<file path="src/rtl/htbd_pkg.sv">
// ============================================================================
// htbd_pkg
// Shared types and constants for the Huffman tree-walk bit decoder.
// ============================================================================
package htbd_pkg;

   localparam int NODE_COUNT_DEFAULT = 512;

   localparam int INDEX_W = 9;
   localparam int SYM_W   = 8;
   localparam int BYTE_W  = 8;
   localparam int COUNT_W = 4;
   localparam int CSR_W   = 32;
   localparam int PADDR_W = 3;

   localparam logic [COUNT_W-1:0] FULL_BITS = COUNT_W'(8);

   // fixed-point scale of the reciprocal used for index reduction
   localparam int WRAP_SHIFT = 18;

   typedef enum logic [0:0] {
      OP_WRITE_NODE = 1'b0,
      OP_DECODE     = 1'b1
   } op_type;

   typedef enum logic [0:0] {
      CSR_ROOT_INDEX = 1'b0,
      CSR_UNUSED     = 1'b1
   } csr_index_type;

   typedef enum logic [2:0] {
      ST_IDLE,
      ST_EVAL_CUR,
      ST_EVAL_CHILD,
      ST_FLUSH,
      ST_WR_0,
      ST_WR_1,
      ST_WR_2
   } state_type;

endpackage

</file>
<file path="src/rtl/htbd_index_wrap.sv">
// ============================================================================
// htbd_index_wrap
// Two-stage reduction of a 9-bit index modulo NODE_COUNT by reciprocal
// multiply and one correction step.
// ============================================================================
module htbd_index_wrap #(
   parameter int NODE_COUNT = htbd_pkg::NODE_COUNT_DEFAULT
) (
   input  logic                          clock,
   input  logic                          reset,
   input  logic [htbd_pkg::INDEX_W-1:0]  value,
   output logic [$clog2(NODE_COUNT)-1:0] wrapped
);

   localparam int IDX_W   = $clog2(NODE_COUNT);
   localparam int VW      = htbd_pkg::INDEX_W;
   localparam int RW      = VW + 1;
   localparam int RECIP_W = htbd_pkg::WRAP_SHIFT - IDX_W + 1;
   localparam int PROD_W  = VW + RECIP_W;
   localparam logic [RECIP_W-1:0] RECIP =
      RECIP_W'((1 << htbd_pkg::WRAP_SHIFT) / NODE_COUNT);

   logic [VW-1:0]    value_ff, value_in;
   logic [VW-1:0]    quot_ff, quot_in;
   logic [IDX_W-1:0] wrapped_ff, wrapped_in;
   logic [PROD_W-1:0] prod1;
   logic [RW-1:0]    prod2;
   logic [RW-1:0]    diff;
   logic [RW-1:0]    rem;

   always_comb begin
      prod1    = PROD_W'(value) * PROD_W'(RECIP);
      quot_in  = VW'(prod1 >> htbd_pkg::WRAP_SHIFT);
      value_in = value;
   end

   always_comb begin
      prod2 = RW'(quot_ff) * RW'(NODE_COUNT);
      diff  = {1'b0, value_ff} - prod2;
      if (32'(diff) >= 32'(NODE_COUNT)) begin
         rem = diff - RW'(NODE_COUNT);
      end else begin
         rem = diff;
      end
      wrapped_in = IDX_W'(rem);
   end

   always_ff @(posedge clock) begin
      if (reset) begin
         value_ff   <= '0;
         quot_ff    <= '0;
         wrapped_ff <= '0;
      end else begin
         value_ff   <= value_in;
         quot_ff    <= quot_in;
         wrapped_ff <= wrapped_in;
      end
   end

   assign wrapped = wrapped_ff;

endmodule

</file>
<file path="config.mk">
export PLATFORM = sky130hd
export DESIGN_NAME = htbd_index_wrap
export DESIGN_NICKNAME = d
export VERILOG_FILES = /design/src/rtl/htbd_pkg.sv /design/src/rtl/htbd_index_wrap.sv
export SDC_FILE = /design/constraint.sdc
export NUM_CORES = 1
export LEC_CHECK = 0
export BUFFER_PORTS_ARGS = -buffer_cell sky130_fd_sc_hd__buf_2
export CORE_AREA = 5 5 42 44
export DETAILED_ROUTE_END_ITERATION = 12
export DIE_AREA = 0 0 47 49
export RECOVER_POWER = 25
export SETUP_SLACK_MARGIN = 0.15
export SLEW_MARGIN = 10
export SYNTH_ARGS = -nofsm -noshare
export SYNTH_HDL_FRONTEND = slang
export SYNTH_SLANG_ARGS = --single-unit
</file>
<file path="constraint.sdc">
create_clock -name clock -period 1.3 [get_ports clock]
set_clock_uncertainty 0.05 [all_clocks]
set_input_delay 0 -clock clock [delete_from_list [all_inputs] [get_ports clock]]
set_output_delay 0 -clock clock [all_outputs]
set_load 0.05 [all_outputs]
</file>
==> metrics.md <==
| Metric | Value |
|---|---|
| GRT overflow | 0 |
| F_max | roughly 1100 MHz |
| CP Capture Type | output pin |
| #FFs+latches synth | 18 |
| Sequential cell area | approximately 360 sq um |
| Post-Route WL | 740 um |
| Ys async rst share | 0% |
| DRC viols | 0 |
| Max FO, Critical Path | 1 |
| Fill cells | between 100 and 150 |
| Critical Path Start Type | flip-flop |
| Avg Cell Area, Syn | around 13 sq um |
| Count leader, synth | dfxtp_1 |
| Sequential share of the synthesized area | around three quarters |
| Row count | 14 |
| Drt pass-1 iters | 2 |
| Worst Tran Pin Value | between 0.2 and 0.3 ns |
| Hold Crit Class | in2reg |
| Total Negative Setup Slacks | 0 ns |
| # IOs | 20 |
| Critical path required time | 1.25 ns |
| Share of layout cells above drive strength 1 | about 33% |
| Largest net degree at the start of global routing | 19 |
| Clk root buf | clkbuf_4 |
| Clock Tree Buf Depth | 2 |
| FF-to-FF End | wrapped[8] |
| Die height | 49 um |
| Post-DP HPWL | ~500 um |
| Ys Warns | 0 |
| Leak | about 0.00035 uW |
| Post-Place Cells | 71 |
| Effective utilization at floorplan | a little over a third |
| First-pass GRT wire length | about 1.3 mm |
| Drt via density | roughly 3.9 |
| Final setup viols | 0 |
| Reg-to-reg startpoint | value_ff[8] |
| Clock sink count | 18 |
| Synthesized cell area | slightly below 500 sq um |
| # nets final | 80 |
| CP endpoint | wrapped[5] |
| # resized after CTS | 0 |
| Number of nets with antenna violations after routing | 0 |
| Number of flops mapped to enable cells by yosys | 0 |
| Die area | about 0.0023 sq mm |
| Tcrit/Tclk final | between 60% and 70% |
| DP Area | about 600 sq um |
| GRT Util Overall | under 10% |
| Vias | 320 |
| Synth unique cells | 4 |
| Min Clock Period, post-route | approximately 0.9 ns |
| VDD IR max | between 700 and 800 uV |
| Worst Setup SP | wrapped[5] |
| Port bufs | 19 |
| Routed len/inst | approximately 8.9 um |
| Non-Filler Instances | between 80 and 90 |
| Antenna violations before repair | 0 |
| Setup CP Type | reg2out |
| R2r worst-path depth | 1 |
| Setup Fix Bufs, Post-CTS | 0 |
| FF-to-FF setup slack | between 0.7 and 0.8 ns |
| CP max stage cell | dfxtp_1 |
| Core box area | roughly 0.0014 sq mm |
| Peak per-stage delay on the critical path | approximately 0.32 ns |
| H-tree depth | 1 |
| Syn Inst Count | 37 |
| Antenna Cells | 0 |
| Syn_nets | 48 |
| GP Congestion | around 0.55 |
| Stages on worst setup path | 1 |
| Hold buffers post-CTS | 9 |
| Power per Cell Area | 1330 mW/mm^2 |
| Top delay family on crit path | flip-flops |
| Fin. Hold Viols | 0 |
| Util after Layout | between 50% and 60% |
| Pwr Total | 942 uW |
| Multi-input logic area | about 120 sq um |
| Die width | ~47 um |
| Synth top area cells | dfxtp_1 (74%), nor2b_1 (14%), and2b_1 (11%) |
| Clk pin slew, worst setup/hold paths | ~0.09 ns |
| RSZ-0062 raised after global routing | no |
| Top cell type's share of synthesized area | about three quarters |
| Synth area leader | dfxtp_1 |
| Max transition margin | between 80% and 90% |
| Clk_lat worst skew | ~0.27 ns |
| Data arrival time of the worst path | between 0.8 and 0.9 ns |
| Top cells by count, synth | dfxtp_1 (18), nor2b_1 (11), and2b_1 (7) |
| Final Max Slew Viols | 0 |
| CTS tree | yes |
| Iteration-0 DRC Markers | 1 |
| CP cell instances | buf_2 |
| Status | completed |
| Post-route cell area | between 700 and 800 sq um |
| Crit path buffers/inverters | 1 |
| Max cap viols | 0 |
| CTS buffer count | 3 |
| Most common flop cell mapped by yosys | dfxtp_1 |
| Area growth from synthesis to layout | 45.0% |
| Vias in the first global route | between 300 and 400 |
how the worst min path moves through the flow:
stage / startpoint / end / slack, ns / depth (start not counted)
after floorplan: reset / wrapped[6] / 0.02 / 1
after global placement: value[2] / value_ff[2] / 0.16 / 2
after detailed placement: value[3] / value_ff[3] / 0.16 / 2
after CTS: reset / wrapped[2] / 0.01 / 2
after global routing: reset / wrapped[0] / 0.03 / 2
final: reset / wrapped[2] / 0.02 / 2
cells in the final DEF, fill, tap and decap left out:
cell type,n
and2b_1,7
buf_2,19
clkbuf_4,3
dfxtp_1,18
dlygate4sd3_1,9
nor2b_1,11
power by group:
group	total (uW)	switching, uW	leakage, uW	internal, uW
Clock	250	143	0.0000138	107
Sequential	581	4.56	0.000149	577
Combinational	110	60.3	0.000186	50.0
Total	942	208	0.000348	734
final cells by class:
cell class | count | share of cell area, %
flip-flops and latches | 18 | 50.8
clock buffers | 3 | 3.17
well taps | 16 | 2.82
multi-input cells | 18 | 17.1
repair buffers | 28 | 26.1
layer usage:
| layer | part of all wire (%) | wire length [um] | vias up | track usage [%] |
|---|---|---|---|---|
| met2 | 43 | 320 | 15 | 12.4 |
| met3 | 13 | 93 | 0 | 3.32 |
| met5 | 0 | 0 | - | 0 |
| met4 | 0 | 0 | 0 | 2.76 |
| li1 | - | - | 171 | - |
| met1 | 44 | 326 | 134 | 9.46 |
logic make-up (layout without fill, tap and decap cells):
logic type | after synthesis | after routing | share of synthesized area, %
flops | 18 | 18 | 73.7
simple gates | 18 | 18 | 24.8
buf+inv | 1 | 31 | 1.54
flip-flops by register name, indices dropped and copies added (netlist names):
name	count
value_ff	9
wrapped	9
stage by stage:
stage          hold WS, ns  setup slack (ns)
6_report            0.0176             0.411
5_1_grt             0.0337             0.362
4_1_cts             0.0135             0.398
3_5_place_dp         0.158             0.664
3_3_place_gp         0.157             0.684
2_1_floorplan       0.0216             0.663
(Power assumes the default switching activity.)
